**config.mk**
```make
export PLATFORM = sky130hd
export DESIGN_NAME = sswo_div
export DESIGN_NICKNAME = d
export VERILOG_FILES = /design/src/rtl/skid_steer_wheel_odometry_macros.svh /design/src/rtl/sswo_pkg.sv /design/src/rtl/sswo_div.sv
export SDC_FILE = /design/constraint.sdc
export NUM_CORES = 1
export LEC_CHECK = 0
export ABC_AREA = 1
export BUFFER_PORTS_ARGS = -buffer_cell sky130_fd_sc_hd__clkbuf_2
export CORE_MARGIN = 5
export CORE_UTILIZATION = 54
export CTS_BUF_LIST = sky130_fd_sc_hd__clkbuf_16
export DETAILED_ROUTE_END_ITERATION = 6
export GPL_TIMING_DRIVEN = 0
export PLACE_DENSITY = 0.86
export SLEW_MARGIN = 20
export SYNTH_ARGS = -nofsm -noshare
export SYNTH_HDL_FRONTEND = slang
export SYNTH_SLANG_ARGS = --single-unit
```
**constraint.sdc**
```tcl
create_clock -name clk -period 3.6 [get_ports clk]
set_clock_uncertainty 0.15 [all_clocks]
set_input_delay 0.72 -clock clk [delete_from_list [all_inputs] [get_ports clk]]
set_output_delay 0.72 -clock clk [all_outputs]
set_load 0.01 [all_outputs]
```
**src/rtl/skid_steer_wheel_odometry_macros.svh**
```systemverilog
// ----------------------------------------------------------------------------
// Assertion macros for the skid-steer wheel odometry block
// Concurrent checks on clk, disabled while rst is high; empty for synthesis.
// ----------------------------------------------------------------------------
`ifndef SKID_STEER_WHEEL_ODOMETRY_MACROS_SVH
`define SKID_STEER_WHEEL_ODOMETRY_MACROS_SVH
`ifndef SYNTHESIS
`define SSWO_ASSERT(lbl, prop, msg) \
  lbl: assert property (@(posedge clk) disable iff (rst) prop) else $error(msg);
`define SSWO_ASSERT_NEXT(lbl, cond, prop, msg) \
  lbl: assert property (@(posedge clk) disable iff (rst) cond |=> prop) else $error(msg);
`else
`define SSWO_ASSERT(lbl, prop, msg)
`define SSWO_ASSERT_NEXT(lbl, cond, prop, msg)
`endif
`endif

```
**src/rtl/sswo_pkg.sv**
```systemverilog
// ----------------------------------------------------------------------------
// Skid-steer wheel odometry package
// Widths, constants and the CORDIC arctangent table shared by the modules.
// ----------------------------------------------------------------------------
`default_nettype none
package sswo_pkg;

  localparam int CORDIC_STEPS = 24;
  localparam int STEP_W       = $clog2(CORDIC_STEPS + 1);
  localparam int WIDE_W       = 72;
  localparam int MB_W         = 34;
  localparam int CW           = 34;
  localparam int DIV_CNT_W    = $clog2(WIDE_W + 1);

  localparam logic signed [CW-1:0] CORDIC_GAIN = CW'(652032874);
  localparam logic [23:0]          TW_RESET    = 24'd28508;
  localparam logic                 REG_TRACK_WIDTH = 1'b0;

  localparam logic [WIDE_W-1:0] INV_PI_Q29 = WIDE_W'(64'd170891319);
  localparam logic [WIDE_W-1:0] ANG_SCALE  = WIDE_W'(64'd32768000000);
  localparam logic [MB_W-1:0]   LIN_SCALE  = MB_W'(250000);

  typedef enum logic [13:0] {
    S_IDLE = 14'b00000000000001,
    S_PREP = 14'b00000000000010,
    S_MDH  = 14'b00000000000100,
    S_DDH  = 14'b00000000001000,
    S_CMID = 14'b00000000010000,
    S_MX   = 14'b00000000100000,
    S_MY   = 14'b00000001000000,
    S_CQ   = 14'b00000010000000,
    S_MLN  = 14'b00000100000000,
    S_DLN  = 14'b00001000000000,
    S_MTD  = 14'b00010000000000,
    S_MAN  = 14'b00100000000000,
    S_DAN  = 14'b01000000000000,
    S_DONE = 14'b10000000000000
  } state_t;

  function automatic logic [31:0] atan_entry(input logic [4:0] i);
    logic [31:0] v;
    unique case (i)
      5'd0:  v = 32'd536870912;
      5'd1:  v = 32'd316933406;
      5'd2:  v = 32'd167458907;
      5'd3:  v = 32'd85004756;
      5'd4:  v = 32'd42667331;
      5'd5:  v = 32'd21354465;
      5'd6:  v = 32'd10680862;
      5'd7:  v = 32'd5340245;
      5'd8:  v = 32'd2670163;
      5'd9:  v = 32'd1335087;
      5'd10: v = 32'd667544;
      5'd11: v = 32'd333772;
      5'd12: v = 32'd166886;
      5'd13: v = 32'd83443;
      5'd14: v = 32'd41722;
      5'd15: v = 32'd20861;
      5'd16: v = 32'd10430;
      5'd17: v = 32'd5215;
      5'd18: v = 32'd2608;
      5'd19: v = 32'd1304;
      5'd20: v = 32'd652;
      5'd21: v = 32'd326;
      5'd22: v = 32'd163;
      5'd23: v = 32'd81;
      5'd24: v = 32'd41;
      5'd25: v = 32'd20;
      5'd26: v = 32'd10;
      5'd27: v = 32'd5;
      5'd28: v = 32'd3;
      5'd29: v = 32'd1;
      5'd30: v = 32'd1;
      5'd31: v = 32'd0;
    endcase
    return v;
  endfunction

endpackage
`default_nettype wire

```
**src/rtl/sswo_div.sv**
```systemverilog
// ----------------------------------------------------------------------------
// Restoring divider
// One quotient bit per cycle; keeps the low 32 quotient bits and an overflow flag.
// ----------------------------------------------------------------------------
`default_nettype none
module sswo_div import sswo_pkg::*; (
  input  logic              clk,
  input  logic              rst,
  input  logic              start,
  input  logic [WIDE_W-1:0] num,
  input  logic [WIDE_W-1:0] den,
  output logic              done,
  output logic [31:0]       quo,
  output logic              big
);

  logic                 busy;
  logic [DIV_CNT_W-1:0] cnt;
  logic [WIDE_W-1:0]    n;
  logic [WIDE_W-1:0]    d;
  logic [WIDE_W-1:0]    r;
  logic [WIDE_W:0]      rs;
  logic [WIDE_W:0]      rdiff;
  logic                 fits;

  assign rs    = {r, n[WIDE_W-1]};
  assign fits  = rs >= {1'b0, d};
  assign rdiff = rs - {1'b0, d};

  always_ff @(posedge clk) begin
    if (rst) begin
      busy <= 1'b0;
      done <= 1'b0;
      cnt  <= '0;
    end else begin
      done <= 1'b0;
      if (start) begin
        busy <= 1'b1;
        cnt  <= DIV_CNT_W'(WIDE_W);
      end else if (busy) begin
        cnt <= cnt - 1'b1;
        if (cnt == DIV_CNT_W'(1)) begin
          busy <= 1'b0;
          done <= 1'b1;
        end
      end
    end
  end

  always_ff @(posedge clk) begin
    if (start) begin
      n   <= num;
      d   <= den;
      r   <= '0;
      quo <= '0;
      big <= 1'b0;
    end else if (busy) begin
      r   <= fits ? rdiff[WIDE_W-1:0] : rs[WIDE_W-1:0];
      n   <= n << 1;
      quo <= {quo[30:0], fits};
      big <= big | quo[31];
    end
  end

endmodule
`default_nettype wire

```
==> flow_metrics.env <==
export IMPL_worstSetupEndpointType="register"
export IMPL_start_util_pct=54.3
export IMPL_cts_root_buf="clkbuf_16"
export IMPL_critPathMaxStageDelay_ns=0.37
export IMPL_io_pins=181
export IMPL_diodes=0
export IMPL_cp_top_family="simple AND/OR/NAND/NOR gates"
export IMPL_die_h_um=182
export IMPL_yosys_area_top_type_share_pct=27.1
export IMPL_grt_pass1_vias=15202
export IMPL_grt_util_all_layers_pct=29.9
export IMPL_totalWireLength_um=50900
export IMPL_final_hold_violation_count=0
export IMPL_drive_above_1_share_pct=10.4
export IMPL_crit_required_ns=3.94
export IMPL_critical_path_cell_count=16
export IMPL_syn_area_mm2=0.0160
export IMPL_drt_iter0_markers=1454
export IMPL_hold_ws_ns=0.149
export IMPL_row_count=63
export IMPL_clk_pin_slew_ns=0.07
export IMPL_r2r_cells=16
export IMPL_power_mw=7.22
export IMPL_violations="design-rule violations"
export IMPL_synth_cells=2287
export IMPL_cp_arrival_ns=3.83
export IMPL_grt_start_max_net_pins=58
export IMPL_min_period_over_period_pct=96.9
export IMPL_hold_path_depth=1
export IMPL_grt_setup_unrepaired="no"
export IMPL_final_util_pct=62.6
export IMPL_num_vias=15619
export IMPL_grt_pass1_wl_um=79300
export IMPL_period_needed_ns=3.49
export IMPL_wire_per_inst_um=17.5
export IMPL_port_buffers=180
export IMPL_dr_pass1_iters=7
export IMPL_cts_resized=0
export IMPL_die_w_um=182
export IMPL_cts_hold_buf=0
export IMPL_cp_num_buf_inv=2
export IMPL_yosys_cell_count_top_type="nand2_1"
export IMPL_cts_tree="yes"
export IMPL_dpl_hpwl_um=39700
export IMPL_postSynthAreaPerCell_um2=6.98
export IMPL_max_clock_freq_mhz=287
export IMPL_p_per_area_mw_per_mm2=392
export IMPL_max_clock_path_buffers=3
export IMPL_setup_ws_ns=0.113
export IMPL_timing_setup_critical_path_class="reg -> reg"
export IMPL_yosysWarnings=0
export IMPL_syn_to_final_growth_pct=15.3
export IMPL_yosysTopAreaCell="edfxtp_1"
export IMPL_clock_latency_ns=0.60
export IMPL_synth_edf_count=144
export IMPL_worst_path_max_fanout=10
export IMPL_dieArea_mm2=0.0331
export IMPL_path_cells="inv_1, ha_1, nand2_1, nor2_1, nand3_1, nand3_1, nand2_1, nand3_2, nand2_1, nand2_2, nand2_4, nand2_4, buf_2, nand3_1, o211ai_1, nand2_1"
export IMPL_ys_async_sr_fraction_pct=0
export IMPL_min_path_type="in -> reg"
export IMPL_viasPerCell=5.37
export IMPL_crit_path_top_delay_cell="buf_2"
export IMPL_overflow=0
export IMPL_p_leak_nw=9.31
export IMPL_cap_violations=0
export IMPL_synth_common_cells="nand2_1 (863), inv_1 (367), nor2_1 (210)"
export IMPL_finalNetCount=2721
export IMPL_synth_area_leaders="edfxtp_1 (27%), nand2_1 (20%), dfxtp_1 (14%)"
export IMPL_synth_seq_cells=258
export IMPL_cts_buffers=28
export IMPL_cp_start_kind="register"
export IMPL_synth_ff_type="edfxtp_1"
export IMPL_clock_sinks=258
export IMPL_ir_drop_v=0.000482
export IMPL_ant_nets=0
export IMPL_htreeDepth=1
export IMPL_slew_headroom_pct=20.3
export IMPL_antenna_found_initial=0
export IMPL_routabilityCongestion=1.01
export IMPL_path_common_cell="nand2_1"
export IMPL_status="finished, violations left"
export IMPL_drv_slew=0
export IMPL_post_cts_buffers=0
export IMPL_ys_seq_area_share_pct=41.4
export IMPL_coreArea_mm2=0.0294
export IMPL_tightestPinTransition_ns=1.19
export IMPL_preCtsSetupSlack_ns=-0.208
export IMPL_setup_viol=0
export IMPL_synthesis_nets=2509
export IMPL_synth_cell_type_count=42
export IMPL_tns_ns=0
export IMPL_drc=1
-- flip-flops by register name, indices dropped and copies added, names as in the netlist --
name and flops:
done 1, quo 32, r 72, big 1, cnt 7, n 72, d 72, busy 1
-- stage by stage --
step                      area (µm²)  instances
after floorplan                16000       2287
after global placement         17400       2857
after detailed placement       17400       2859
after CTS                      18400       2911
after global routing           18400       2911
final                          18400       2911
-- report_power, final --
group          switching, mW  total, mW  leakage [nW]  internal (mW)
clock                   1.28       3.13         0.488           1.85
combinational          0.504      0.747          6.46          0.242
sequential            0.0513       3.35          2.36           3.30
total                   1.83       7.22          9.31           5.39
-- worst register-to-register path: cells and delay by family (launching register included) --
family / cells / cell delay [ns]
DFF: 1 / 0.32
adders and majority gates: 1 / 0.35
AOI/OAI and AO/OA: 1 / 0.17
buffers and inverters: 2 / 0.41
and+or+nand+nor: 12 / 1.99
-- final timing paths --
check	from	to	slack (ns)
setup / recovery	d[8]	r[45]	0.11
hold / removal	den[42]	d[42]	0.15
setup reg to reg	d[8]	r[45]	0.11
hold reg to reg	r[14]	r[14]	0.32
-- final cells by class --
type	count	area, µm²
Fill cell	2637	11000
Sequential cell	258	6610
Inverter	370	1390
Clock buffer	28	701
Buffer	52	255
Clock inverter	24	298
Timing Repair Buffer	182	951
Multi-Input combinational cell	1607	7720
Tap cell	390	488
-- layout by cell type (no fill, tap or decap), types with 6 or more instances in the layout --
master | synthesis | layout
clkbuf_1 | 32 | 32
clkbuf_16 | 0 | 28
edfxtp_1 | 144 | 144
bufinv_16 | 0 | 6
nand4_1 | 12 | 12
nand3_1 | 98 | 98
inv_1 | 367 | 370
o21bai_1 | 19 | 19
o22ai_1 | 30 | 30
ha_1 | 74 | 74
dfxtp_1 | 114 | 114
o21ai_0 | 58 | 58
xnor2_1 | 30 | 30
clkbuf_2 | 0 | 179
a21oi_1 | 102 | 102
buf_1 | 7 | 6
o211ai_1 | 30 | 30
nor2_1 | 210 | 210
nand2_1 | 863 | 863
xor2_1 | 12 | 12
or2_1 | 9 | 9
nor3_1 | 18 | 18
buf_2 | 6 | 6
buf_6 | 6 | 6
-- logic make-up (layout without fill, tap and decap cells) --
logic type               Yosys count  after routing  synth area share, %
adder cells (fa/ha/maj)           75             75                 5.92
AO/OA/AOI/OAI                    256            256                 9.30
AND/OR/NAND/NOR                 1234           1234                 30.8
XOR/XNOR                          42             42                 2.30
buffers and inverters            422            656                 10.3
flip-flops                       258            258                 41.4
-- routing by layer --
layer | vias to the layer above | share of wire, % | global-route usage, %
met5 | - | 0 | 0
met4 | 0 | 3.4 | 9.52
met3 | 107 | 9.7 | 6.07
met2 | 751 | 44 | 48.2
met1 | 7120 | 43 | 40.7
li1 | 7641 | - | -
No activity file was read; power rests on OpenSTA's default activity.
