==> src/rtl/skid_steer_wheel_odometry_macros.svh <==
// ----------------------------------------------------------------------------
// Assertion macros for the skid-steer wheel odometry block
// Concurrent checks on clk, disabled while rst is high; empty for synthesis.
// ----------------------------------------------------------------------------
`ifndef SKID_STEER_WHEEL_ODOMETRY_MACROS_SVH
`define SKID_STEER_WHEEL_ODOMETRY_MACROS_SVH
`ifndef SYNTHESIS
`define SSWO_ASSERT(lbl, prop, msg) \
  lbl: assert property (@(posedge clk) disable iff (rst) prop) else $error(msg);
`define SSWO_ASSERT_NEXT(lbl, cond, prop, msg) \
  lbl: assert property (@(posedge clk) disable iff (rst) cond |=> prop) else $error(msg);
`else
`define SSWO_ASSERT(lbl, prop, msg)
`define SSWO_ASSERT_NEXT(lbl, cond, prop, msg)
`endif
`endif

==> src/rtl/sswo_pkg.sv <==
// ----------------------------------------------------------------------------
// Skid-steer wheel odometry package
// Widths, constants and the CORDIC arctangent table shared by the modules.
// ----------------------------------------------------------------------------
`default_nettype none
package sswo_pkg;

  localparam int CORDIC_STEPS = 24;
  localparam int STEP_W       = $clog2(CORDIC_STEPS + 1);
  localparam int WIDE_W       = 72;
  localparam int MB_W         = 34;
  localparam int CW           = 34;
  localparam int DIV_CNT_W    = $clog2(WIDE_W + 1);

  localparam logic signed [CW-1:0] CORDIC_GAIN = CW'(652032874);
  localparam logic [23:0]          TW_RESET    = 24'd28508;
  localparam logic                 REG_TRACK_WIDTH = 1'b0;

  localparam logic [WIDE_W-1:0] INV_PI_Q29 = WIDE_W'(64'd170891319);
  localparam logic [WIDE_W-1:0] ANG_SCALE  = WIDE_W'(64'd32768000000);
  localparam logic [MB_W-1:0]   LIN_SCALE  = MB_W'(250000);

  typedef enum logic [13:0] {
    S_IDLE = 14'b00000000000001,
    S_PREP = 14'b00000000000010,
    S_MDH  = 14'b00000000000100,
    S_DDH  = 14'b00000000001000,
    S_CMID = 14'b00000000010000,
    S_MX   = 14'b00000000100000,
    S_MY   = 14'b00000001000000,
    S_CQ   = 14'b00000010000000,
    S_MLN  = 14'b00000100000000,
    S_DLN  = 14'b00001000000000,
    S_MTD  = 14'b00010000000000,
    S_MAN  = 14'b00100000000000,
    S_DAN  = 14'b01000000000000,
    S_DONE = 14'b10000000000000
  } state_t;

  function automatic logic [31:0] atan_entry(input logic [4:0] i);
    logic [31:0] v;
    unique case (i)
      5'd0:  v = 32'd536870912;
      5'd1:  v = 32'd316933406;
      5'd2:  v = 32'd167458907;
      5'd3:  v = 32'd85004756;
      5'd4:  v = 32'd42667331;
      5'd5:  v = 32'd21354465;
      5'd6:  v = 32'd10680862;
      5'd7:  v = 32'd5340245;
      5'd8:  v = 32'd2670163;
      5'd9:  v = 32'd1335087;
      5'd10: v = 32'd667544;
      5'd11: v = 32'd333772;
      5'd12: v = 32'd166886;
      5'd13: v = 32'd83443;
      5'd14: v = 32'd41722;
      5'd15: v = 32'd20861;
      5'd16: v = 32'd10430;
      5'd17: v = 32'd5215;
      5'd18: v = 32'd2608;
      5'd19: v = 32'd1304;
      5'd20: v = 32'd652;
      5'd21: v = 32'd326;
      5'd22: v = 32'd163;
      5'd23: v = 32'd81;
      5'd24: v = 32'd41;
      5'd25: v = 32'd20;
      5'd26: v = 32'd10;
      5'd27: v = 32'd5;
      5'd28: v = 32'd3;
      5'd29: v = 32'd1;
      5'd30: v = 32'd1;
      5'd31: v = 32'd0;
    endcase
    return v;
  endfunction

endpackage
`default_nettype wire

==> src/rtl/sswo_cordic.sv <==
// ----------------------------------------------------------------------------
// Rotation CORDIC
// One micro-rotation per cycle; cosine and sine, in Q2.30, of a 32-bit phase.
// ----------------------------------------------------------------------------
`default_nettype none
module sswo_cordic import sswo_pkg::*; (
  input  logic               clk,
  input  logic               rst,
  input  logic               start,
  input  logic [31:0]        phase,
  output logic               done,
  output logic signed [31:0] cos_q,
  output logic signed [31:0] sin_q
);

  logic                 busy;
  logic [STEP_W-1:0]    step;
  logic                 flip;
  logic signed [CW-1:0] x;
  logic signed [CW-1:0] y;
  logic signed [CW-1:0] z;
  logic signed [CW-1:0] xs;
  logic signed [CW-1:0] ys;
  logic signed [CW-1:0] ang;
  logic [31:0]          p_sum;
  logic [31:0]          p_fold;
  logic                 p_flip;

  function automatic logic signed [31:0] clamp(input logic signed [CW-1:0] v);
    logic signed [31:0] o;
    if (v > CW'(1073741824)) begin
      o = 32'sd1073741824;
    end else if (v < -CW'(1073741824)) begin
      o = -32'sd1073741824;
    end else begin
      o = 32'(v);
    end
    return o;
  endfunction

  assign p_sum  = phase + 32'h4000_0000;
  assign p_flip = p_sum[31];
  assign p_fold = p_flip ? phase ^ 32'h8000_0000 : phase;

  assign xs  = x >>> step;
  assign ys  = y >>> step;
  assign ang = $signed({2'b00, atan_entry(5'(step))});

  assign cos_q = clamp(flip ? -x : x);
  assign sin_q = clamp(flip ? -y : y);

  always_ff @(posedge clk) begin
    if (rst) begin
      busy <= 1'b0;
      done <= 1'b0;
      step <= '0;
    end else begin
      done <= 1'b0;
      if (start) begin
        busy <= 1'b1;
        step <= '0;
      end else if (busy) begin
        step <= step + 1'b1;
        if (step == STEP_W'(CORDIC_STEPS - 1)) begin
          busy <= 1'b0;
          done <= 1'b1;
        end
      end
    end
  end

  always_ff @(posedge clk) begin
    if (start) begin
      x    <= CORDIC_GAIN;
      y    <= '0;
      z    <= $signed({{(CW-32){p_fold[31]}}, p_fold});
      flip <= p_flip;
    end else if (busy) begin
      if (!z[CW-1]) begin
        x <= x - ys;
        y <= y + xs;
        z <= z - ang;
      end else begin
        x <= x + ys;
        y <= y - xs;
        z <= z + ang;
      end
    end
  end

endmodule
`default_nettype wire

==> config.mk <==
export PLATFORM = sky130hd
export DESIGN_NAME = sswo_cordic
export DESIGN_NICKNAME = d
export VERILOG_FILES = /design/src/rtl/skid_steer_wheel_odometry_macros.svh /design/src/rtl/sswo_pkg.sv /design/src/rtl/sswo_cordic.sv
export SDC_FILE = /design/constraint.sdc
export NUM_CORES = 1
export LEC_CHECK = 0
export ABC_CLOCK_PERIOD_IN_PS = 8700
export BUFFER_PORTS_ARGS = -buffer_cell sky130_fd_sc_hd__buf_2
export CORE_ASPECT_RATIO = 0.8
export CORE_MARGIN = 5
export CORE_UTILIZATION = 50
export DETAILED_ROUTE_END_ITERATION = 8
export PLACE_DENSITY = 0.66
export REMOVE_ABC_BUFFERS = 1
export SKIP_CTS_REPAIR_TIMING = 1
export SLEW_MARGIN = 20
export SYNTH_ARGS = -nofsm -noshare
export SYNTH_HDL_FRONTEND = slang
export SYNTH_SLANG_ARGS = --single-unit
==> constraint.sdc <==
create_clock -name clk -period 8.7 [get_ports clk]
set_clock_uncertainty 0.15 [all_clocks]
set_input_delay 0.87 -clock clk [delete_from_list [all_inputs] [get_ports clk]]
set_output_delay 0.87 -clock clk [all_outputs]
set_load 0.01 [all_outputs]
==> results of run 1 <==
kinds of logic (layout without fill, tap and decap cells):
group	count (synthesis)	after routing	synth area share, %
AND/OR/NAND/NOR	901	901	21.1
AO/OA/AOI/OAI	721	721	23.4
buffers and inverters	286	267	5.85
multiplexers	242	242	17.2
XOR/XNOR	225	225	9.67
flip-flops	140	140	15.4
adder cells (fa/ha/maj)	118	118	7.30
other	0	1	0
through the flow:
step | hold slack (ps) | std cells | setup TNS, ps | cell area [um2]
finish | 422 | 3159 | 0 | 21900
global route | 415 | 3158 | 0 | 21900
CTS | 412 | 3158 | 0 | 21900
detailed placement | 412 | 3126 | 0 | 21300
global placement | 406 | 3125 | 0 | 21200
floorplan | 345 | 2430 | -726 | 19600
critical path: cells and delay by family, from the launching register on:
kind            cells  cell delay (ps)
simple gates        7             1630
xor+xnor            2              430
buf+inv             1              430
fa+ha+maj           1              350
mux                 2              910
flops               1              980
compound gates      6             2620
synth_stat cells (11+ instances only):
master    instances
o21a_1           23
nand4_1          15
nand3_1          46
o41ai_1          14
mux2i_1          97
dfxtp_1         105
mux4_2           83
xnor2_1          86
buf_4            13
xor2_1          138
a211oi_1         27
a211o_1          21
inv_1            81
nor2_1          329
nand2b_1         27
o31ai_1          26
clkbuf_1        141
and3_1           26
nor3_1           66
nor2b_1          32
or3_1            21
and2_1           18
a32oi_1          17
o211ai_1         23
a31oi_1          31
or4_1            12
nand2_1         215
o21bai_1         12
nor4_1           20
ha_1            115
mux2_2           58
o21ai_0         139
o22ai_1          19
a21o_1           52
a221oi_1         11
edfxtp_1         35
a21oi_1         191
or2_2            16
buf_1            16
nand3b_1         12
buf_2            27
flip-flops by register name, indices dropped and copies added, names as in the netlist:
| name | cells |
|---|---|
| x | 34 |
| y | 34 |
| z | 34 |
| ang | 30 |
| step | 5 |
| busy | 1 |
| done | 1 |
| flip | 1 |
report_power, final:
group | total, mW | internal [mW] | switching (mW) | leakage (nW)
logic | 6.28 | 2.57 | 3.70 | 7.59
registers | 1.34 | 0.873 | 0.470 | 1.22
clock network | 0.775 | 0.415 | 0.360 | 0.302
total | 8.39 | 3.86 | 4.53 | 9.12
area by class of cell:
type	count	area (um2)	share of cell area (%)
Timing Repair Buffer	152	912	4.17
Clock inverter	13	130	0.595
Antenna cell	1	2.50	0.0114
Inverter	83	312	1.42
Sequential cell	140	3170	14.5
Multi-Input combinational cell	2207	16200	74.0
Tap cell	544	681	3.11
Clock buffer	19	475	2.17
routing by layer:
| metal | wire length [um] | vias up | GRT usage, % | part of all wire [%] |
|---|---|---|---|---|
| li1 | - | 9679 | - | - |
| met1 | 34600 | 10100 | 47.6 | 45 |
| met2 | 31100 | 1162 | 47.3 | 41 |
| met3 | 8150 | 174 | 7.96 | 11 |
| met4 | 2800 | 0 | 10.6 | 3.6 |
| met5 | 0 | - | 0 | 0 |
how the worst max path moves through the flow:
stage	start	endpoint	slack [ps]	cells past startpoint
2_1_floorplan	step[1]	y[33]	-270	20
3_3_place_gp	step[1]	x[33]	1480	21
3_5_place_dp	step[0]	y[33]	1260	19
4_1_cts	step[0]	y[33]	1200	19
5_1_grt	step[0]	y[33]	620	20
6_report	step[0]	y[33]	1030	19
==> flow_metrics.py, run 1 <==
metrics = {
    "yosys": {
        "yosysTopAreaCell": "dfxtp_1",
        "synth-seq-area-share_pct": 15.4,
        "synth_top_area_share_pct": 10.2,
        "ys_warn_count": 0,
        "synthFlopType": "dfxtp_1",
        "synth_edf_count": 35,
        "async_reset_ff_share_pct": 0,
        "ys_ff_latch": 140,
        "synthTopCellsByArea": "dfxtp_1, mux4_2, ha_1",
        "synthCells": 2633,
        "synth.cell_area_mm2": 0.0205,
        "synth.avg_cell_area_um2": 7.80,
        "ys_types": 98,
    },
    "drt": {
        "totalWireLength_mm": 76.7,
        "detail_route.first_pass.iterations": 6,
        "ant_nets": 0,
        "wl_per_cell_um": 24.3,
        "viasPerCell": 6.67,
        "drc": 0,
        "drt_iter0_markers": 2696,
        "dr_total_vias": 21100,
    },
    "place": {
        "dp_hpwl_mm": 56.5,
        "dp_slack_ps": 1260,
        "port_buffers": 99,
        "gp_congestion": 1.07,
    },
    "sta": {
        "grt_setup_unrepaired": "no",
        "hold_violations": 0,
        "setup_ws_ps": 1030,
        "post-route-period-util_pct": 88.2,
        "tightest_slew_ps": 1020,
        "slew_violations": 0,
        "max_freq_mhz": 130,
        "setup_viol": 0,
        "fin_crit_ps": 7670,
        "relSlewSlack_pct": 30.0,
    },
    "min_path": {
        "hold_depth": 2,
        "hp-start": "y[0]",
        "hold_end": "y[0]",
        "min_path_type": "register to register",
    },
    "global_routing": {
        "grt_pass1_vias": 19300,
        "antenna_found_initial": 1,
        "grt_start_max_net_pins": 76,
        "grt_overflow": 0,
        "grt_pass1_wl_mm": 117,
        "grt_usage_pct": 32.6,
    },
    "cells_and_area": {
        "layout_common_cells": "nor2_1, nand2_1, a21oi_1",
        "fillers": 3861,
        "syn2layout_area_growth_pct": 6.55,
        "layout_commonest_cell": "nor2_1",
        "finalCoreUtilization_pct": 53.8,
        "drive_above_1_share_pct": 14.8,
        "nNetsFinal": 2754,
    },
    "floorplan": {
        "core_mm2": 0.0406,
        "initial_core_util_pct": 50.5,
        "rows": 66,
        "io_pins": 100,
        "dieHeight_um": 191,
        "die_area_mm2": 0.0452,
        "dieWidth_um": 237,
    },
    "pwr": {
        "power_density_mw_per_mm2": 384,
        "cellLeakagePower_nw": 9.12,
        "peakVddDrop_mv": 0.210,
        "power_mw": 8.39,
    },
    "clocking": {
        "h-tree-depth": 4,
        "cts_root_buffer": "clkbuf_16",
        "cts_tree": "built",
        "clkLatencyLatePin_ps": 480,
        "cts_buffers": 17,
        "clock_path_buffers": 2,
        "path_clk_slew_ps": 70,
        "clkSinkCount": 140,
    },
    "flow_run": {
        "maxCapViolations": 0,
    },
    "worst_setup_path": {
        "cp.arrival_ps": 7880,
        "required_ps": 8910,
        "rr_worst_depth": 19,
        "cp_slowest_cell": "dfxtp_4",
        "slowest_delay_ps": 980,
        "path_max_fanout": 63,
        "worstReg2RegEnd": "y[33]",
        "critPathCaptureType": "register",
        "worstSetupPathType": "register to register",
        "crit_path_cell_trace": "buf_4 -> mux4_2 -> a22o_1 -> a311oi_1 -> nand3b_1 -> nor4b_4 -> nor2_1 -> xor2_1 -> ha_1 -> and4_1 -> nor2b_1 -> a21boi_0 -> o211ai_1 -> a2111oi_0 -> nor3_1 -> o31ai_1 -> xnor3_1 -> nand2_1 -> mux2_1",
        "critPathLaunchType": "register",
        "timing.rr.start": "step[0]",
        "r2r_setup_slack_ps": 1030,
    },
    "outcome": {
        "outcome": "complete, no violations",
    },
}
Note: power is estimated with default switching activity, not from simulation.
==> run 2, diff against run 1 <==
- BUFFER_PORTS_ARGS: -buffer_cell sky130_fd_sc_hd__buf_2 -> default
- DONT_BUFFER_PORTS: default -> 1
- PLACE_DENSITY: 0.66 -> 0.64
==> run 2 against run 1 <==
Flip-flop and latch count unchanged. Maximum frequency up 3.9%. Cell area down 2.3%. Worst hold slack worse by 110 ps. Combinational power down 2%. Clock power down 3.4%. Critical path type unchanged.
==> flow_metrics.py, run 2 (same netlist as run 1, synthesis figures left out) <==
metrics = {
    "outcome": {
        "outcome": "complete, no violations",
    },
    "worst_setup_path": {
        "critPathLaunchType": "register",
        "path_max_fanout": 57,
        "cp.arrival_ps": 7580,
        "worstSetupPathType": "register to register",
        "critPathCaptureType": "register",
        "required_ps": 8900,
        "rr_worst_depth": 22,
    },
    "place": {
        "dp_hpwl_mm": 55.4,
        "gp_congestion": 1.02,
        "dpl-instance-area_mm2": 0.0208,
        "port_buffers": 0,
        "dp_cells": 3026,
        "dp_slack_ps": 1390,
    },
    "global_routing": {
        "grt_overflow": 0,
        "antenna_found_initial": 1,
        "grt_pass1_vias": 19200,
        "grt_pass1_wl_mm": 114,
        "grt_start_max_net_pins": 134,
        "grt_usage_pct": 31.7,
    },
    "clocking": {
        "clock_path_buffers": 2,
        "cts_tree": "built",
        "cts_root_buffer": "clkbuf_16",
        "clkSinkCount": 140,
        "clkLatencyLatePin_ps": 470,
        "path_clk_slew_ps": 70,
        "h-tree-depth": 4,
        "cts_buffers": 17,
    },
    "drt": {
        "ant_nets": 0,
        "wl_per_cell_um": 24.3,
        "drt_iter0_markers": 2412,
        "drc": 0,
        "detail_route.first_pass.iterations": 6,
        "totalWireLength_mm": 74.2,
        "dr_total_vias": 20600,
        "viasPerCell": 6.72,
    },
    "cells_and_area": {
        "layout_common_cells": "nor2_1, nand2_1, a21oi_1",
        "syn2layout_area_growth_pct": 4.08,
        "drive_above_1_share_pct": 11.3,
        "largestRegisters": "x: 34 flops, y: 34 flops, z: 34 flops",
        "layout_commonest_cell": "nor2_1",
        "post-route-cell-area_mm2": 0.0214,
        "instances_no_fill": 3059,
        "fillers": 3976,
        "nNetsFinal": 2655,
        "diodes": 0,
    },
    "floorplan": {
        "dieWidth_um": 237,
        "io_pins": 100,
        "die_area_mm2": 0.0452,
        "rows": 66,
        "initial_core_util_pct": 50.5,
        "core_mm2": 0.0406,
        "dieHeight_um": 191,
    },
    "sta": {
        "setup_viol": 0,
        "relSlewSlack_pct": 18.9,
        "fin_crit_ps": 7390,
        "post-route-period-util_pct": 84.9,
        "slew_violations": 0,
        "setup_ws_ps": 1310,
        "hold_violations": 0,
        "tightest_slew_ps": 1220,
        "whs_ps": 315,
        "grt_setup_unrepaired": "no",
        "max_freq_mhz": 135,
    },
    "min_path": {
        "hold_depth": 1,
        "min_path_type": "input pin to register",
    },
    "flow_run": {
        "maxCapViolations": 0,
    },
    "pwr": {
        "power_density_mw_per_mm2": 385,
        "cellLeakagePower_nw": 8.62,
        "peakVddDrop_mv": 0.308,
    },
}
[run 2: cell types whose count changed in the layout (fill, tap and decap cells not counted), sizes merged]
cell      delta
buf         -99
bufinv       +1
clkbuf       -2
clkinv       +1
clkinvlp     +2
diode        -1
inv          -2
[run 2: per-stage QoR]
stage          TNS [ps]  util, %  power, mW
2_1_floorplan      -726        -       5.71
3_3_place_gp          0     51.1       7.23
3_5_place_dp          0     51.1       7.31
4_1_cts               0     52.5       8.11
5_1_grt               0     52.6       8.90
6_report              0     52.6       8.23
[run 2: final cells by class]
type                    instances  area (um2)  area share [%]
inverters                      83         312            1.46
repair buffers                 53         443            2.07
clock inverters                15         155           0.726
well taps                     544         681            3.19
flip-flops and latches        140        3170            14.8
clock buffers                  17         425            1.99
multi-input cells            2207       16200            75.7
[run 2: path summary, 6_finish.rpt]
kind         startpoint  slack, ps  endpoint
max             step[0]       1310     y[33]
min reg2reg        y[0]        390      y[0]
max reg2reg     step[0]       1310     y[33]
min                 rst        320      busy
[run 2: where the power goes]
part / leakage (nW) / switching (mW) / internal [mW]
Clock: 0.280 / 0.346 / 0.403
Combinational: 7.12 / 3.63 / 2.52
Sequential: 1.22 / 0.457 / 0.872
Total: 8.62 / 4.43 / 3.79
[run 2: critical path: stages (launching register included)]
cell       delay, ps
dfxtp_4          890
buf_4            470
mux4_2           660
nand3_1          120
o211ai_1          90
a211oi_1         590
ha_1             310
o2111a_1         340
and4bb_2         340
a21oi_1          100
xnor2_1          150
ha_1             350
and4_1           250
nor2b_1          130
a21boi_0         230
o211ai_1         200
a2111oi_0        600
buf_4            220
nor3_1            60
o31ai_1          310
xnor3_1          260
nand2_1           80
mux2_1           330
[run 2: layer usage]
layer  global-route usage, %  up-vias  routed length [um]
li1                        -     9505                   -
met1                    45.0     9863               32900
met2                    47.1     1078               31300
met3                    9.36      123                8270
met4                    8.30        0                1770
met5                       0        -                   0
