<file path="config.mk">
export PLATFORM = sky130hd
export DESIGN_NAME = sswo_mul
export DESIGN_NICKNAME = d
export VERILOG_FILES = /design/src/rtl/skid_steer_wheel_odometry_macros.svh /design/src/rtl/sswo_pkg.sv /design/src/rtl/sswo_mul.sv
export SDC_FILE = /design/constraint.sdc
export NUM_CORES = 1
export LEC_CHECK = 0
export ABC_AREA = 0
export ABC_CLOCK_PERIOD_IN_PS = 4350
export CAP_MARGIN = 20
export CORE_ASPECT_RATIO = 2
export CORE_UTILIZATION = 59
export CTS_CLUSTER_DIAMETER = 200
export DETAILED_ROUTE_END_ITERATION = 7
export DONT_BUFFER_PORTS = 1
export GPL_TIMING_DRIVEN = 0
export PLACE_DENSITY = 0.85
export SLEW_MARGIN = 20
export SYNTH_ARGS = -nofsm -noshare
export SYNTH_HDL_FRONTEND = slang
export SYNTH_SLANG_ARGS = --single-unit
</file>
<file path="constraint.sdc">
create_clock -name clk -period 4.35 [get_ports clk]
set_clock_uncertainty 0.05 [all_clocks]
set_input_delay 0 -clock clk [delete_from_list [all_inputs] [get_ports clk]]
set_output_delay 0 -clock clk [all_outputs]
set_load 0.005 [all_outputs]
</file>
<file path="src/rtl/skid_steer_wheel_odometry_macros.svh">
// ----------------------------------------------------------------------------
// Assertion macros for the skid-steer wheel odometry block
// Concurrent checks on clk, disabled while rst is high; empty for synthesis.
// ----------------------------------------------------------------------------
`ifndef SKID_STEER_WHEEL_ODOMETRY_MACROS_SVH
`define SKID_STEER_WHEEL_ODOMETRY_MACROS_SVH
`ifndef SYNTHESIS
`define SSWO_ASSERT(lbl, prop, msg) \
  lbl: assert property (@(posedge clk) disable iff (rst) prop) else $error(msg);
`define SSWO_ASSERT_NEXT(lbl, cond, prop, msg) \
  lbl: assert property (@(posedge clk) disable iff (rst) cond |=> prop) else $error(msg);
`else
`define SSWO_ASSERT(lbl, prop, msg)
`define SSWO_ASSERT_NEXT(lbl, cond, prop, msg)
`endif
`endif

</file>
<file path="src/rtl/sswo_pkg.sv">
// ----------------------------------------------------------------------------
// Skid-steer wheel odometry package
// Widths, constants and the CORDIC arctangent table shared by the modules.
// ----------------------------------------------------------------------------
`default_nettype none
package sswo_pkg;

  localparam int CORDIC_STEPS = 24;
  localparam int STEP_W       = $clog2(CORDIC_STEPS + 1);
  localparam int WIDE_W       = 72;
  localparam int MB_W         = 34;
  localparam int CW           = 34;
  localparam int DIV_CNT_W    = $clog2(WIDE_W + 1);

  localparam logic signed [CW-1:0] CORDIC_GAIN = CW'(652032874);
  localparam logic [23:0]          TW_RESET    = 24'd28508;
  localparam logic                 REG_TRACK_WIDTH = 1'b0;

  localparam logic [WIDE_W-1:0] INV_PI_Q29 = WIDE_W'(64'd170891319);
  localparam logic [WIDE_W-1:0] ANG_SCALE  = WIDE_W'(64'd32768000000);
  localparam logic [MB_W-1:0]   LIN_SCALE  = MB_W'(250000);

  typedef enum logic [13:0] {
    S_IDLE = 14'b00000000000001,
    S_PREP = 14'b00000000000010,
    S_MDH  = 14'b00000000000100,
    S_DDH  = 14'b00000000001000,
    S_CMID = 14'b00000000010000,
    S_MX   = 14'b00000000100000,
    S_MY   = 14'b00000001000000,
    S_CQ   = 14'b00000010000000,
    S_MLN  = 14'b00000100000000,
    S_DLN  = 14'b00001000000000,
    S_MTD  = 14'b00010000000000,
    S_MAN  = 14'b00100000000000,
    S_DAN  = 14'b01000000000000,
    S_DONE = 14'b10000000000000
  } state_t;

  function automatic logic [31:0] atan_entry(input logic [4:0] i);
    logic [31:0] v;
    unique case (i)
      5'd0:  v = 32'd536870912;
      5'd1:  v = 32'd316933406;
      5'd2:  v = 32'd167458907;
      5'd3:  v = 32'd85004756;
      5'd4:  v = 32'd42667331;
      5'd5:  v = 32'd21354465;
      5'd6:  v = 32'd10680862;
      5'd7:  v = 32'd5340245;
      5'd8:  v = 32'd2670163;
      5'd9:  v = 32'd1335087;
      5'd10: v = 32'd667544;
      5'd11: v = 32'd333772;
      5'd12: v = 32'd166886;
      5'd13: v = 32'd83443;
      5'd14: v = 32'd41722;
      5'd15: v = 32'd20861;
      5'd16: v = 32'd10430;
      5'd17: v = 32'd5215;
      5'd18: v = 32'd2608;
      5'd19: v = 32'd1304;
      5'd20: v = 32'd652;
      5'd21: v = 32'd326;
      5'd22: v = 32'd163;
      5'd23: v = 32'd81;
      5'd24: v = 32'd41;
      5'd25: v = 32'd20;
      5'd26: v = 32'd10;
      5'd27: v = 32'd5;
      5'd28: v = 32'd3;
      5'd29: v = 32'd1;
      5'd30: v = 32'd1;
      5'd31: v = 32'd0;
    endcase
    return v;
  endfunction

endpackage
`default_nettype wire

</file>
<file path="src/rtl/sswo_mul.sv">
// ----------------------------------------------------------------------------
// Shift-add multiplier
// One multiplier bit per cycle; finishes when the remaining bits are zero.
// ----------------------------------------------------------------------------
`default_nettype none
module sswo_mul import sswo_pkg::*; (
  input  logic              clk,
  input  logic              rst,
  input  logic              start,
  input  logic [WIDE_W-1:0] a_in,
  input  logic [MB_W-1:0]   b_in,
  output logic              done,
  output logic [WIDE_W-1:0] prod
);

  logic              busy;
  logic [WIDE_W-1:0] a;
  logic [MB_W-1:0]   b;

  always_ff @(posedge clk) begin
    if (rst) begin
      busy <= 1'b0;
      done <= 1'b0;
    end else begin
      done <= 1'b0;
      if (start) begin
        busy <= 1'b1;
      end else if (busy && b == '0) begin
        busy <= 1'b0;
        done <= 1'b1;
      end
    end
  end

  always_ff @(posedge clk) begin
    if (start) begin
      a    <= a_in;
      b    <= b_in;
      prod <= '0;
    end else if (busy && b != '0) begin
      if (b[0]) begin
        prod <= prod + a;
      end
      a <= a << 1;
      b <= b >> 1;
    end
  end

endmodule
`default_nettype wire

</file>
==> flow_summary.toml, run 1 <==
[yosys]
synthDistinctLibCells = 73
ys_ff_latch = 180
synth_edf_count = 106
yosysTopAreaCell = "edfxtp_1"
synth_fp_nets = 1380
synth-main-ff-cell = "edfxtp_1"
synthTopCellsByArea = "edfxtp_1, dfxtp_1, mux2_2, ha_1, a21oi_1"
synth_common_cells = "nand2_1, a21oi_1, edfxtp_1"
syn_area_per_cell_sq_um = 9.53
yosysTopAreaCellShare = 0.279
synth_area_sq_mm = 0.0114
synth-seq-area-share = 0.408
yosysMostFrequentCell = "nand2_1"
yosys_warnings = 0
syn_inst = 1199
synthArstFlopShare = 0

[placement]
io_buffers = 0
hpwl_um = 25000
place.gp.congestion = 0.955
pre_cts_slack_ps = 587

[timing]
hold_viol = 0
rsz0062_at_grt = "no"
worst_slack_ps = 149
drv_slew = 0
period_needed_ps = 4200
slew_headroom = 0.375
finalSetupViolations = 0
tns_ps = 0
fin_crit_sh = 0.966
max_freq_mhz = 238
worst_slew_pin_slew_ps = 938

[die]
core_sq_mm = 0.0189
die_area_sq_mm = 0.0200
start_util = 0.604
die_h_um = 199
io_pins = 182
rows = 71
die_w_um = 100

[grt]
grt_pass1_wl_um = 53800
overflow = 0
antenna_found_initial = 4
grt_usage = 0.359
grt_max_degree = 40
grt_pass1_vias = 10479

[job]
cap_violations = 0

[clock_tree]
cts_tree = "done"
post-cts-setup-buffers = 0
clk_pin_slew_ps = 80
numCtsBuffers = 17
cts_root_buf = "clkbuf_16"
clockBufferDepth = 2
clk_latency_ps = 470
cts.sinks = 180
cts_max_level = 4

[route]
vias = 10180
ant_nets = 0
wirelength_um = 35100
viasPerCell = 6.37
drc = 0
detail_route.wl_per_cell_um = 21.9
drt_pass1_iterations = 6
drt_iter0_drc = 622

[setup_path]
worstPathArrival_ps = 4530
worstReg2RegEnd = "prod[1]"
r2r_slack_ps = 150
rr_worst_depth = 11
cp_max_fo = 10
path_class = "flop to flop"
cp-start-kind = "flop"
worstSetupEndpointType = "flop"
required_ps = 4680
r2r-start = "b[8]"

[cells_and_area]
final_nets = 1509
area_delta_synth_final_pct = 17.3
drive_above_1_share = 0.128

[power_and_ir_drop]
finalPower_mw = 4.87
vdd_ir_drop_max_mv = 0.342
sw_frac_of_total = 0.329
power.internal_mw = 3.27
combPwrFrac = 0.269
seqPwrFrac = 0.441
leakagePower_nw = 5.33
p_per_area_mw_per_mm2 = 364
clock_power_share = 0.290
p_sw_mw = 1.61

[min_path]
hp-class = "primary input to flop"
holdPathEnd = "busy"
hold_depth = 2
hold_start = "rst"

[status]
outcome = "finished clean"
==> worst max-delay path by stage <==
stage / end / start
6_report: prod[1] / b[8]
5_1_grt: prod[3] / b[24]
4_1_cts: prod[4] / b[30]
3_5_place_dp: prod[4] / b[30]
3_3_place_gp: a[24] / b[30]
2_1_floorplan: a[0] / b[25]
==> critical path: stages (launching register included) <==
cell and delay [ps]:
edfxtp_1 420, nor4_1 510, and4_1 310, nand4_1 130, nor4_1 350, nand2b_1 280, or2_2 140, clkbuf_1 360
clkbuf_1 510, clkbuf_1 680, nand2_1 170, a21oi_1 190
==> layout make-up <==
class                      count  area (sq um)
multi-input combinational    932          6420
fill                        1419          5530
sequential                   180          4660
timing repair buffer         110          1120
clock buffer                  18           429
tap                          255           319
buffer                        66           272
clock inverter                14          87.6
inverter                      21          78.8
antenna                        3          7.51
==> repair_timing <==
item / CTS / global route
hold buffers: 108 / 0
endpoints found under the hold margin: 113 / 0
resized for setup: 0 / 0
==> power groups by stage <==
stage | Combinational (mW) | Clock (mW) | Sequential, mW
2_1_floorplan | 0.933 | 0 | 2.12
3_3_place_gp | 1.15 | 0 | 2.18
3_5_place_dp | 1.18 | 0 | 2.17
4_1_cts | 1.27 | 1.40 | 2.14
5_1_grt | 1.43 | 1.47 | 2.16
6_report | 1.31 | 1.41 | 2.15
==> logic make-up (layout without fill, tap and decap cells) <==
group	count (synthesis)	count (layout)	synth area share
and+or+nand+nor	361	361	0.146
AOI/OAI and AO/OA	336	336	0.188
DFF	180	180	0.408
muxes	107	107	0.105
buffers and inverters	87	229	0.0307
adders and majority gates	72	72	0.0795
xor gates and xnor gates	56	56	0.0429
other	0	3	0
==> stage by stage <==
step / instance area (sq um) / instances / util / hold slack (ps)
2_1_floorplan: 11400 / 1199 / - / 19.1
3_3_place_gp: 11700 / 1454 / 0.621 / 21.8
3_5_place_dp: 11800 / 1456 / 0.623 / 22.3
4_1_cts: 13400 / 1596 / 0.708 / 136
5_1_grt: 13400 / 1599 / 0.708 / 173
6_report: 13400 / 1599 / 0.708 / 145
==> metal layers <==
layer	track usage	wire, um
met4	0.274	2730
met1	0.333	11400
met2	0.657	18700
met5	0	16
met3	0.0910	2290
==> cell usage in the layout, fill, tap and decap left out, drive strengths merged, types with 11 or more instances in the layout <==
cell type      n
mux2         105
clkbuf        67
nand2        172
edfxtp       106
buf           19
a21oi        144
nand3         30
dfxtp         74
inv           22
o21ai         46
dlygate4sd3  108
xor2          16
xnor2         40
a31oi         12
ha            71
nor4          12
o21bai        20
nor3          20
nor2          59
a211oi        11
a21o          46
nand4         21
==> state kept, by name (all words and copies together), names as in the netlist <==
name,flops
b,34
done,1
busy,1
a,72
prod,72
Power figures use the tool's default switching activity.
==> inputs of run 2 (changes only) <==
PLACE_DENSITY = 0.79   (was 0.85)
==> flow_summary.toml, run 2 (same netlist as run 1, synthesis figures left out) <==
[timing]
worst_slew_pin_slew_ps = 928
fin_crit_sh = 0.934
drv_slew = 0
tns_ps = 0
finalSetupViolations = 0
period_needed_ps = 4060
hold_viol = 0
rsz0062_at_grt = "no"
slew_headroom = 0.382
max_freq_mhz = 246

[power_and_ir_drop]
leakagePower_nw = 5.37
combPwrFrac = 0.258
seqPwrFrac = 0.424
power.internal_mw = 3.41
p_per_area_mw_per_mm2 = 376
sw_frac_of_total = 0.328
p_sw_mw = 1.66
clock_power_share = 0.318
vdd_ir_drop_max_mv = 0.378

[min_path]
hp-class = "primary input to flop"

[cells_and_area]
area_delta_synth_final_pct = 17.9
most-common-layout-cells = "nand2_1, a21oi_1, dlygate4sd3_1, edfxtp_1, mux2_2"
postLayoutCoreUtil = 0.711
top_regs = "a (72), prod (72), b (34)"
fill_cells = 1410
final_nets = 1508
final_common_cell = "nand2_1"
drive_above_1_share = 0.128

[die]
die_area_sq_mm = 0.0200
rows = 71
io_pins = 182
core_sq_mm = 0.0189
die_w_um = 100
start_util = 0.604
die_h_um = 199

[clock_tree]
clk_pin_slew_ps = 80
numCtsBuffers = 17
clockBufferDepth = 2
cts_root_buf = "clkbuf_16"
clk_latency_ps = 460
cts.sinks = 180
cts_resized = 0
post-cts-setup-buffers = 0
postCtsHoldBufs = 108
cts_max_level = 4
cts_tree = "done"

[setup_path]
path_class = "flop to flop"
worstSetupEndpointType = "flop"
cp_max_fo = 10
worstPathArrival_ps = 4350
cp-start-kind = "flop"
required_ps = 4640

[route]
vias = 10050
ant_nets = 0
drt_pass1_iterations = 6
viasPerCell = 6.30
drt_iter0_drc = 651
detail_route.wl_per_cell_um = 22.0
wirelength_um = 35100
drc = 0

[job]
cap_violations = 0

[placement]
io_buffers = 0
hpwl_um = 25300
place.gp.congestion = 0.970

[status]
outcome = "finished clean"

[grt]
grt_pass1_wl_um = 53500
grt_usage = 0.360
overflow = 0
grt_pass1_vias = 10290
grt_max_degree = 57
antenna_found_initial = 1
[run 2: critical path, stage by stage (launching register included)]
cell and delay [ps]:
edfxtp_1 420, nor4_1 360, and4_1 250, nand4_1 110, nor4_1 590, nand2b_1 300
or2_2 140, clkbuf_1 290, clkbuf_1 490, clkbuf_1 600, nor2_1 120, a21oi_1 150
nor2_1 50
[run 2: path summary, 6_finish.rpt]
check | slack, ps | to | cells past startpoint | from
worst max-delay path | 290 | prod[4] | 12 | b[8]
worst min-delay path | 150 | busy | 2 | rst
worst max register to register | 290 | prod[4] | 12 | b[8]
worst min register to register | 440 | prod[59] | 2 | prod[59]
[run 2: area by class of cell]
class,count,area [sq um],share of cell area
Antenna cell,1,2.50,0.000186
Clock buffer,17,425,0.0316
Sequential cell,180,4660,0.346
Clock inverter,15,176,0.0131
Multi-Input combinational cell,932,6420,0.477
Timing Repair Buffer,109,1110,0.0823
Buffer,66,272,0.0202
Inverter,21,78.8,0.00586
Tap cell,255,319,0.0237
[run 2: metrics by stage]
stage	worst slack (ps)	cells	hold WS (ps)	power [mW]	area, sq um
final	287	1596	152	5.07	13500
after global routing	62.5	1596	166	5.27	13500
after CTS	295	1595	138	5.03	13500
after detailed placement	294	1455	25.0	3.36	11800
after global placement	-1570	1454	21.8	3.34	11700
after floorplan	305	1199	19.1	3.06	11400
[run 2: metal layers]
| metal | GRT usage | share of wire | routed length (um) |
|---|---|---|---|
| met1 | 0.327 | 0.32 | 11400 |
| met4 | 0.280 | 0.071 | 2500 |
| met2 | 0.677 | 0.55 | 19300 |
| met5 | 0 | 0 | 0 |
| met3 | 0.0706 | 0.053 | 1870 |
[run 2: power by group through the flow]
stage / Clock [mW] / Sequential (mW) / Combinational, mW
3_5_place_dp: 0 / 2.18 / 1.19
4_1_cts: 1.62 / 2.14 / 1.27
5_1_grt: 1.68 / 2.16 / 1.43
6_report: 1.61 / 2.15 / 1.31
3_3_place_gp: 0 / 2.18 / 1.16
2_1_floorplan: 0 / 2.12 / 0.933
==> inputs of run 3 (changes only) <==
ABC_AREA = 1   (was 0)
==> flow_summary.toml, run 3 <==
[timing]
worst_slew_pin_slew_ps = 1200
period_needed_ps = 3200
fin_crit_sh = 0.735
drv_slew = 0
rsz0062_at_grt = "no"
finalSetupViolations = 0
slew_headroom = 0.198
hold_viol = 1
worst_slack_ps = 1150
max_freq_mhz = 313
holdWs_ps = -36.3

[power_and_ir_drop]
leakagePower_nw = 7.88
finalPower_mw = 5.35
vdd_ir_drop_max_mv = 0.306
p_per_area_mw_per_mm2 = 342

[yosys]
synth_mux_area_frac = 0
synth-seq-area-share = 0.348
synth_top_family_by_area = "simple AND/OR/NAND/NOR gates"
yosysTopAreaCellShare = 0.238
yosysMostFrequentCell = "nand2_1"
ys_ff_latch = 180
yosys_warnings = 0
syn_area_per_cell_sq_um = 6.56
synthTopCellsByArea = "edfxtp_1, nand2_1, dfxtp_1, inv_1, ha_1"
synth-main-ff-cell = "edfxtp_1"
synth_common_cells = "nand2_1, inv_1, nor2_1"
yosysTopAreaCell = "edfxtp_1"
synth-compound-area-share = 0.114
synthXorXnorAreaFrac = 0.0255
synth_edf_count = 106
post_synth_and_or_nand_nor_area_fraction = 0.329
syn_inst = 2041
synth_fp_nets = 2222
synthArstFlopShare = 0
synth_area_sq_mm = 0.0134
synthDistinctLibCells = 33
synthAdderAreaFrac = 0.0678

[status]
outcome = "complete, but fails checks"
violations = "hold timing"

[route]
wirelength_um = 53800
drt_iter0_drc = 1311
drt_pass1_iterations = 6
drc = 0
detail_route.wl_per_cell_um = 21.7
viasPerCell = 5.86
vias = 14510
ant_nets = 0

[die]
core_sq_mm = 0.0222
io_pins = 182
start_util = 0.605
die_area_sq_mm = 0.0234
die_w_um = 109
rows = 77
die_h_um = 215

[placement]
io_buffers = 0
place.gp.congestion = 1.08
hpwl_um = 38600
pre_cts_slack_ps = 1150

[clock_tree]
clk_pin_slew_ps = 90
cts_resized = 0
cts_tree = "done"
post-cts-setup-buffers = 0
cts_max_level = 4
cts.sinks = 180
numCtsBuffers = 17
clk_latency_ps = 500
cts_root_buf = "clkbuf_16"
clockBufferDepth = 2

[setup_path]
r2r-start = "a[15]"
cp-start-kind = "flop"
path_class = "flop to flop"
r2r_slack_ps = 1150
rr_worst_depth = 14
worstSetupEndpointType = "flop"
worstPathArrival_ps = 3530
worstReg2RegEnd = "prod[50]"
cp_max_fo = 4
required_ps = 4690

[grt]
overflow = 0
antenna_found_initial = 3
grt_max_degree = 64
grt_pass1_wl_um = 78500
grt_pass1_vias = 14822
grt_usage = 0.465

[cells_and_area]
fill_cells = 1776
final_nets = 2367
most-common-layout-cells = "nand2_1, inv_1, nor2_1, dlygate4sd3_1"
drive_above_1_share = 0.0500
area_delta_synth_final_pct = 16.9
top_regs = "a (72), prod (72), b (34)"
final_common_cell = "nand2_1"

[min_path]
hp-class = "primary input to flop"
hold_start = "start"
hold_depth = 2
holdPathEnd = "b[21]"

[job]
cap_violations = 0
run 3: cell count changes in the layout (fill, tap and decap cells not counted), moves of 56 or more:
| cell | change |
|---|---|
| nand2_1 | +593 |
| inv_1 | +327 |
| mux2_2 | -105 |
| nor2_1 | +76 |
| o21ai_0 | +59 |
| nand3_1 | +56 |
run 3: cell families (layout without fill, tap and decap cells):
family,Yosys count,after routing
and+or+nand+nor,1073,1073
DFF,180,180
buffers and inverters,404,562
AOI/OAI and AO/OA,273,273
xor gates and xnor gates,39,39
adders and majority gates,72,72
other,0,2
run 3: how the worst max path moves through the flow:
| stage | start | to | slack [ps] | depth (start not counted) |
|---|---|---|---|---|
| 6_report | a[15] | prod[50] | 1150 | 14 |
| 5_1_grt | a[15] | prod[50] | 1080 | 14 |
| 3_3_place_gp | start | a[13] | -1300 | 5 |
| 2_1_floorplan | b[0] | a[0] | 650 | 6 |
| 3_5_place_dp | start | a[13] | 1150 | 6 |
| 4_1_cts | a[0] | prod[60] | 1440 | 16 |
run 3: critical path, cell delays in order (launching register included):
cell      delay, ps
edfxtp_1        420
ha_1            380
nand2_1         120
nor2_1          200
inv_1            90
nor3_1          550
nand2_1         110
nand2_1         190
nand2_1          90
nand2_2         120
nand2_1         280
nand3_1         250
nand3_1         100
nand2_1          90
inv_1            60
run 3: where the power goes:
| group | internal (mW) | leakage (nW) | switching, mW | total, mW |
|---|---|---|---|---|
| clock | 0.837 | 0.305 | 0.862 | 1.70 |
| combinational | 0.508 | 5.88 | 1.01 | 1.51 |
| sequential | 1.99 | 1.70 | 0.150 | 2.14 |
run 3: repair_timing:
item	CTS	global route
setup endpoints to repair	0	0
hold buffers	125	0
hold endpoints to repair	108	0
run 3: cell type report:
type	count	area, sq um	area share
plain buffers	45	191	0.0122
diodes	2	5.00	0.000319
clock inverters	15	208	0.0133
flip-flops and latches	180	4660	0.298
well taps	276	345	0.0220
repair buffers	126	1280	0.0816
clock buffers	17	425	0.0272
inverters	359	1350	0.0860
multi-input cells	1457	7200	0.460
run 3: per-layer routing:
layer | part of all wire | up-vias | global-route usage
met5 | 0.00028 | - | 0
met4 | 0.14 | 2 | 0.542
met3 | 0.073 | 420 | 0.103
met2 | 0.49 | 923 | 0.806
met1 | 0.30 | 6476 | 0.392
li1 | - | 6689 | -
run 3: stage by stage:
stage / TNS [ps] / hold WS (ps) / utilization / area (sq um) / instances
3_3_place_gp: -136060 / 20.6 / 0.620 / 13700 / 2317
2_1_floorplan: 0 / 19.1 / - / 13400 / 2041
3_5_place_dp: 0 / 25.1 / 0.622 / 13800 / 2318
6_report: 0 / -36.3 / 0.707 / 15700 / 2477
5_1_grt: 0 / 32.4 / 0.707 / 15700 / 2477
4_1_cts: 0 / 11.2 / 0.707 / 15700 / 2475
